==> src/rtl/core/spq_pkg.sv <==
// Shared types and constants for the sorted priority queue.
// Used by spq_ctrl, spq_dp and sorted_priority_queue_unit; depends on nothing.
package spq_pkg;

  // Default queue depth and fixed field widths
  localparam int SpqDepthDef = 16;
  localparam int ValueW      = 32;
  localparam int KindW       = 2;
  localparam int PosW        = 4;
  localparam int CountW      = 5;

  // Operation codes carried on in_kind
  localparam logic [KindW-1:0] KIND_INSERT = 2'd0;
  localparam logic [KindW-1:0] KIND_REMOVE = 2'd1;
  localparam logic [KindW-1:0] KIND_FIND   = 2'd2;

  // Commands from the controller to the datapath
  typedef struct packed {
    logic load;     // capture the incoming beat
    logic compare;  // register the parallel compare vectors
    logic update;   // shift the entries and register the result
  } spq_cmd_t;

endpackage

==> src/rtl/core/sorted_priority_queue_unit.sv <==
// Sorted priority queue: up to DEPTH signed values kept in ascending order.
// An accepted beat is captured, compared in the compare state and then shifted
// into the entry array in the update state, which loads the result registers.
// A new item can be accepted during the update of the previous one but not
// during its compare, on the shared entry array; the receiver cannot stall.
// Reset clears the entry count and the strobe; entries are not cleared.
// Depends on spq_pkg, spq_ctrl and spq_dp.
module sorted_priority_queue_unit
  import spq_pkg::*;
#(
  parameter int DEPTH = SpqDepthDef
)
(
  input  logic                     clk,
  input  logic                     rst_n,
  input  logic                     start,
  output logic                     busy,
  input  logic [KindW-1:0]         in_kind,
  input  logic signed [ValueW-1:0] in_value,
  output logic                     out_strobe,
  output logic                     out_ok,
  output logic [PosW-1:0]          out_position,
  output logic [CountW-1:0]        out_entry_count,
  output logic                     out_head_valid,
  output logic signed [ValueW-1:0] out_head_value
);

  spq_cmd_t cmd;

  // Sequence the compare and update cycles
  spq_ctrl u_ctrl (
    .clk   (clk),
    .rst_n (rst_n),
    .start (start),
    .busy  (busy),
    .cmd   (cmd)
  );

  // Hold the entries and produce results
  spq_dp #(
    .DEPTH (DEPTH)
  ) u_dp (
    .clk             (clk),
    .rst_n           (rst_n),
    .cmd             (cmd),
    .in_kind         (in_kind),
    .in_value        (in_value),
    .out_strobe      (out_strobe),
    .out_ok          (out_ok),
    .out_position    (out_position),
    .out_entry_count (out_entry_count),
    .out_head_valid  (out_head_valid),
    .out_head_value  (out_head_value)
  );

  // Every accepted beat gives its result beat
  a_result_latency: assert property (@(posedge clk) disable iff (!rst_n)
    (start && !busy) |-> ##3 out_strobe)
    else $error("result strobe missing three cycles after accept");

  // Results never come in consecutive cycles
  a_strobe_spacing: assert property (@(posedge clk) disable iff (!rst_n)
    out_strobe |=> !out_strobe)
    else $error("result strobe high in consecutive cycles");

  // Busy covers only the compare cycle
  a_busy_single: assert property (@(posedge clk) disable iff (!rst_n)
    busy |=> !busy)
    else $error("busy held longer than one cycle");

  // A failed operation reports position zero
  a_fail_position: assert property (@(posedge clk) disable iff (!rst_n)
    (out_strobe && !out_ok) |-> (out_position == '0))
    else $error("nonzero position on failed operation");

endmodule

==> src/rtl/core/spq_ctrl.sv <==
// Controller state machine for the sorted priority queue.
// Depends on spq_pkg for the command struct.
module spq_ctrl
  import spq_pkg::*;
(
  input  logic     clk,
  input  logic     rst_n,
  input  logic     start,
  output logic     busy,
  output spq_cmd_t cmd
);

  typedef enum logic [1:0] {
    ST_IDLE,
    ST_CMP,
    ST_UPD
  } state_t;

  state_t state_r;
  logic   busy_r;
  logic   cmp_r;
  logic   upd_r;
  logic   accept;

  // Take a beat when idle or while finishing the previous item
  assign accept = start & ~busy_r;

  // Hold state and registered commands
  always_ff @(posedge clk) begin
    if (!rst_n) begin
      state_r <= ST_IDLE;
      busy_r  <= 1'b0;
      cmp_r   <= 1'b0;
      upd_r   <= 1'b0;
    end else begin
      case (state_r)
        ST_IDLE: begin
          if (accept) begin
            state_r <= ST_CMP;
            busy_r  <= 1'b1;
            cmp_r   <= 1'b1;
          end
        end
        ST_CMP: begin
          state_r <= ST_UPD;
          busy_r  <= 1'b0;
          cmp_r   <= 1'b0;
          upd_r   <= 1'b1;
        end
        ST_UPD: begin
          upd_r <= 1'b0;
          if (accept) begin
            state_r <= ST_CMP;
            busy_r  <= 1'b1;
            cmp_r   <= 1'b1;
          end else begin
            state_r <= ST_IDLE;
          end
        end
        default: begin
          state_r <= ST_IDLE;
          busy_r  <= 1'b0;
          cmp_r   <= 1'b0;
          upd_r   <= 1'b0;
        end
      endcase
    end
  end

  assign busy        = busy_r;
  assign cmd.load    = accept;
  assign cmd.compare = cmp_r;
  assign cmd.update  = upd_r;

endmodule

==> src/rtl/core/spq_dp.sv <==
// Datapath for the sorted priority queue: entry array, parallel compare,
// one-step shift and result registers. Depends on spq_pkg.
module spq_dp
  import spq_pkg::*;
#(
  parameter int DEPTH = SpqDepthDef
)
(
  input  logic                     clk,
  input  logic                     rst_n,
  input  spq_cmd_t                 cmd,
  input  logic [KindW-1:0]         in_kind,
  input  logic signed [ValueW-1:0] in_value,
  output logic                     out_strobe,
  output logic                     out_ok,
  output logic [PosW-1:0]          out_position,
  output logic [CountW-1:0]        out_entry_count,
  output logic                     out_head_valid,
  output logic signed [ValueW-1:0] out_head_value
);

  localparam int IW = (DEPTH > 1) ? $clog2(DEPTH) : 1;
  localparam int CW = $clog2(DEPTH + 1);

  logic [KindW-1:0]         kind_r;
  logic signed [ValueW-1:0] value_r;
  logic [DEPTH-1:0]         lt_r;
  logic [DEPTH-1:0]         eq_r;
  logic signed [ValueW-1:0] ent_r   [DEPTH];
  logic signed [ValueW-1:0] ent_nxt [DEPTH];
  logic [CW-1:0]            count_r;
  logic [CW-1:0]            count_nxt;

  logic                     strobe_r;
  logic                     ok_r;
  logic [PosW-1:0]          pos_r;
  logic [CountW-1:0]        ecount_r;
  logic                     hvalid_r;
  logic signed [ValueW-1:0] hvalue_r;

  logic [DEPTH-1:0]         lt_c;
  logic [DEPTH-1:0]         eq_c;
  logic [DEPTH-1:0]         ge_m;
  logic                     found;
  logic                     full;
  logic [IW-1:0]            pos_c;
  logic                     ok_nxt;
  logic [IW-1:0]            pos_nxt;
  logic                     hvalid_nxt;
  logic signed [ValueW-1:0] hvalue_nxt;

  // Compare the held value against every live entry
  always_comb begin
    for (int i = 0; i < DEPTH; i++) begin
      lt_c[i] = (CW'(i) < count_r) && (ent_r[i] < value_r);
      eq_c[i] = (CW'(i) < count_r) && (ent_r[i] == value_r);
    end
  end

  // Entries at or past the insertion point; live smaller entries form a prefix
  assign ge_m  = ~lt_r;
  assign found = |eq_r;
  assign full  = (count_r == CW'(DEPTH));

  // Locate the first entry that is not smaller
  always_comb begin
    pos_c = '0;
    for (int i = DEPTH - 1; i >= 0; i--) begin
      if (ge_m[i]) begin
        pos_c = IW'(i);
      end
    end
  end

  // Work out the shifted array and the result
  always_comb begin
    ent_nxt   = ent_r;
    count_nxt = count_r;
    ok_nxt    = 1'b0;
    pos_nxt   = '0;
    case (kind_r)
      KIND_INSERT: begin
        if (!full) begin
          if (ge_m[0]) begin
            ent_nxt[0] = value_r;
          end
          for (int i = 1; i < DEPTH; i++) begin
            if (ge_m[i-1]) begin
              ent_nxt[i] = ent_r[i-1];
            end else if (ge_m[i]) begin
              ent_nxt[i] = value_r;
            end
          end
          count_nxt = count_r + CW'(1);
          ok_nxt    = 1'b1;
          pos_nxt   = pos_c;
        end
      end
      KIND_REMOVE: begin
        if (found) begin
          for (int i = 0; i < DEPTH - 1; i++) begin
            if (ge_m[i]) begin
              ent_nxt[i] = ent_r[i+1];
            end
          end
          count_nxt = count_r - CW'(1);
          ok_nxt    = 1'b1;
          pos_nxt   = pos_c;
        end
      end
      KIND_FIND: begin
        if (found) begin
          ok_nxt  = 1'b1;
          pos_nxt = pos_c;
        end
      end
      default: begin
        ok_nxt = 1'b0;
      end
    endcase
  end

  assign hvalid_nxt = (count_nxt != '0);
  assign hvalue_nxt = hvalid_nxt ? ent_nxt[0] : '0;

  // Payload registers: capture beat, compare vectors, entries, result
  always_ff @(posedge clk) begin
    if (cmd.load) begin
      kind_r  <= in_kind;
      value_r <= in_value;
    end
    if (cmd.compare) begin
      lt_r <= lt_c;
      eq_r <= eq_c;
    end
    if (cmd.update) begin
      ent_r    <= ent_nxt;
      ok_r     <= ok_nxt;
      pos_r    <= PosW'(pos_nxt);
      ecount_r <= CountW'(count_nxt);
      hvalid_r <= hvalid_nxt;
      hvalue_r <= hvalue_nxt;
    end
  end

  // Control registers: entry count and result strobe
  always_ff @(posedge clk) begin
    if (!rst_n) begin
      count_r  <= '0;
      strobe_r <= 1'b0;
    end else begin
      strobe_r <= cmd.update;
      if (cmd.update) begin
        count_r <= count_nxt;
      end
    end
  end

  assign out_strobe      = strobe_r;
  assign out_ok          = ok_r;
  assign out_position    = pos_r;
  assign out_entry_count = ecount_r;
  assign out_head_valid  = hvalid_r;
  assign out_head_value  = hvalue_r;

endmodule
==> config.mk <==
export PLATFORM = sky130hd
export DESIGN_NAME = sorted_priority_queue_unit
export DESIGN_NICKNAME = d
export VERILOG_FILES = /design/src/rtl/core/spq_pkg.sv /design/src/rtl/core/sorted_priority_queue_unit.sv /design/src/rtl/core/spq_ctrl.sv /design/src/rtl/core/spq_dp.sv
export SDC_FILE = /design/constraint.sdc
export NUM_CORES = 2
export LEC_CHECK = 0
export BUFFER_PORTS_ARGS = -buffer_cell sky130_fd_sc_hd__buf_2
export CORE_MARGIN = 2
export CORE_UTILIZATION = 30
export CTS_BUF_LIST = sky130_fd_sc_hd__clkbuf_4
export CTS_CLUSTER_SIZE = 12
export DETAILED_ROUTE_END_ITERATION = 10
export GPL_ROUTABILITY_DRIVEN = 0
export PLACE_DENSITY = 0.46
export SLEW_MARGIN = 10
export SYNTH_ARGS = -nofsm -noshare
export SYNTH_HDL_FRONTEND = slang
export SYNTH_SLANG_ARGS = --single-unit
==> constraint.sdc <==
create_clock -name clk -period 5.3 [get_ports clk]
set_input_delay 1.06 -clock clk [delete_from_list [all_inputs] [get_ports clk]]
set_output_delay 1.06 -clock clk [all_outputs]
set_load 0.05 [all_outputs]
==> key figures <==
Status
  – Outcome: finished clean

Layout
  – Design area: 47600 um^2
  – Layout area overhead: 12.7%
  – Fraction of layout cells with a size suffix above 1: 13.6%
  – Fin nets: 4697
  – Filler cells: 14300
  – Non-filler cells, final: 6162

Floorplanning
  – Die W: 379 um
  – Die height: 379 um
  – Num ports: 82
  – Core Area: 140000 um^2
  – Initial Util: 30.2%
  – Std-Cell Rows: 137
  – DIE AREA: 144000 um^2

Pwr
  – Pwr dens: 268 nW/um^2
  – Peak supply drop: 0.218 mV
  – LEAKAGE: 18.9 nW
  – Power Total: 12.7 mW

Yosys
  – Post-synth top area cell: edfxtp_1
  – Register bit total from synthesis: 631
  – Mapped Area: 42200 um^2
  – Synth async-reset ratio: 0%
  – Netlist cell types: 71
  – Mapped Cells: 4004
  – Synth cell count leaders: edfxtp_1, nand2_1, ha_1, o21ai_0, mux2i_1
  – Post-synth top area share: 44.2%
  – Count leader, synth: edfxtp_1
  – Sequential area share after synthesis: 44.6%
  – Mean Syn Cell Area: 10.5 um^2
  – Syn. warnings: 0
  – Post-synth top flop: edfxtp_1
  – Synth area leaders: edfxtp_1, ha_1, mux2i_1, o21ai_0, nand2_1
  – EDFF count, synth: 621
  – Syn nets: 4559

Clocking
  – Clock sinks: 631
  – Clk root buf: clkbuf_4
  – CTS resizes: 0
  – CTS tree: done
  – Hold-fix buffers, CTS: 29
  – Later-pin clock latency in the skew report: 1180 ps
  – CTS clk-pin slew, worst paths: 70 ps
  – Inserted Clock Buffers: 184
  – H-tree levels: 4
  – Post-CTS Setup Repair Bufs: 0
  – Deepest clock path buffer count: 3

Global routing
  – Gr ovfl total: 0
  – First-pass GRT wire length: 206000 um
  – Largest net degree at the start of global routing: 212
  – Vias in the first global route: 32900
  – Tot GR Track Use: 18.9%
  – Initial antenna violation count: 3

Setup path
  – CP startpoint kind: flip-flop
  – Slowest CP cell: a21boi_1
  – Largest stage delay on the critical path: 820 ps
  – CP max FO: 21
  – Worst Path Required: 6120 ps
  – Setup CP Type: reg -> reg
  – Worst-path cell chain: inv_1, ha_1, a21boi_1, a21oi_1, nor3b_1, nand4_1, nor3_1
  – Worst Path Buf+Inv: 1
  – Setup crit end kind: flip-flop
  – CP arrival: 4970 ps
  – CP top delay family: simple AND/OR/NAND/NOR gates

Place
  – DP HPWL: 99700 um
  – Area after detailed placement: 44900 um^2
  – IO buf count: 81
  – Count of placed standard cells including taps: 5803

Job
  – Max cap viols: 0

Drt
  – WL/cell: 22.3 um
  – Total routed wirelength: 137000 um
  – Initial DRC count: 2578
  – Pre-Repair DR Iteration Count: 5
  – DRC errors left: 0
  – DR vias: 32300
  – Antenna violation net count after detailed routing: 0
  – Vias per cell: 5.23

STA
  – Tmin final: 4140 ps
  – Fin. Hold Viols: 0
  – Fmax: 241 MHz
  – Setup TNS Final: 0 ps
  – Actual slew at the worst max-slew pin: 1280 ps
  – Rel. slew slack: 14.4%
  – Tcrit/Tclk final: 78.2%
  – Endpoints failing setup: 0
  – RSZ-0062 raised after global routing: no
  – Fin. max-slew vios: 0
  – Clock Skews: 57.9 ps

Worst hold path
  – Worst min path class: in -> reg
==> registers in the layout, indices dropped and copies added, names as in the netlist, 2 cells and up <==
name	count
u_dp.kind_r	2
u_dp.out_position	4
u_dp.eq_r	16
u_dp.value_r	32
u_dp.ent_r	512
u_ctrl.state_r	2
u_dp.lt_r	16
u_dp.out_entry_count	5
u_dp.count_r	5
u_dp.out_head_value	32
==> final cells by class <==
class	count	area, um^2	area share, %
well taps	1876	2350	4.93
clock buffers	273	2050	4.31
multi-input cells	3036	22200	46.7
clock inverters	54	322	0.676
diodes	3	7.51	0.0158
flip-flops and latches	631	18900	39.6
inverters	75	282	0.592
repair buffers	214	1500	3.16
==> cells in the final DEF (no fill, tap or decap), drive strengths merged, types with 23 or more instances in the layout <==
cell type	count
mux2i	485
buf	184
mux2	40
a211oi	23
edfxtp	621
nand2	566
inv	81
o21ai	519
nor3	67
ha	518
a21oi	205
nand3	54
a21o	53
nand4	90
dlygate4sd3	29
nor2b	33
clkbuf	273
and2	34
clkinv	44
o22ai	39
nor2	95
==> power breakdown <==
part / internal [mW] / total (mW) / switching [mW]
logic: 0.728 / 1.99 / 1.27
registers: 5.71 / 5.90 / 0.182
clock network: 2.54 / 4.85 / 2.31
==> worst paths after layout <==
check	start	cells past startpoint	slack (ps)	end
setup / recovery	u_dp.kind_r[1]$_DFFE_PP_	7	1160	u_dp.out_position[3]$_DFFE_PP_
hold / removal	in_value[19]	1	150	u_dp.value_r[19]$_DFFE_PP_
setup reg to reg	u_dp.kind_r[1]$_DFFE_PP_	7	1160	u_dp.out_position[3]$_DFFE_PP_
hold reg to reg	u_ctrl.state_r[1]$_SDFFE_PN0P_	1	410	u_ctrl.upd_r$_SDFFE_PN0N_
==> stage by stage <==
step	worst slack, ps	util (%)	hold WS (ps)
after global placement	1410	32.1	399
after CTS	1380	34.1	17.4
after global routing	975	34.1	61.7
after detailed placement	1470	32.2	404
final	1160	34.1	149
after floorplan	671	-	390
==> cells by family (layout without fill, tap and decap cells) <==
kind of cell	count (synthesis)	count (layout)	synth area share, %
simple gates	1035	1035	11.6
flops	631	631	44.6
mux	525	525	12.6
xor+xnor	2	2	0.0415
fa+ha+maj	518	518	15.3
compound gates	956	956	12.8
buf+inv	337	616	3.06
other cells	0	3	0
==> per-layer routing <==
layer | vias up | global-route usage (%) | routed length, um
met5 | - | 0 | 0
met3 | 217 | 3.28 | 6570
li1 | 15500 | - | -
met4 | 0 | 7.70 | 4670
met2 | 829 | 30.0 | 62500
met1 | 15700 | 25.4 | 63500
==> worst register-to-register path, stage by stage, from the launching register on <==
cell and delay (ps):
edfxtp_1 410, inv_1 100, ha_1 750, a21boi_1 830, a21oi_1 140, nor3b_1 480
nand4_1 330, nor3_1 800
Note: power is estimated with default switching activity, not from simulation.
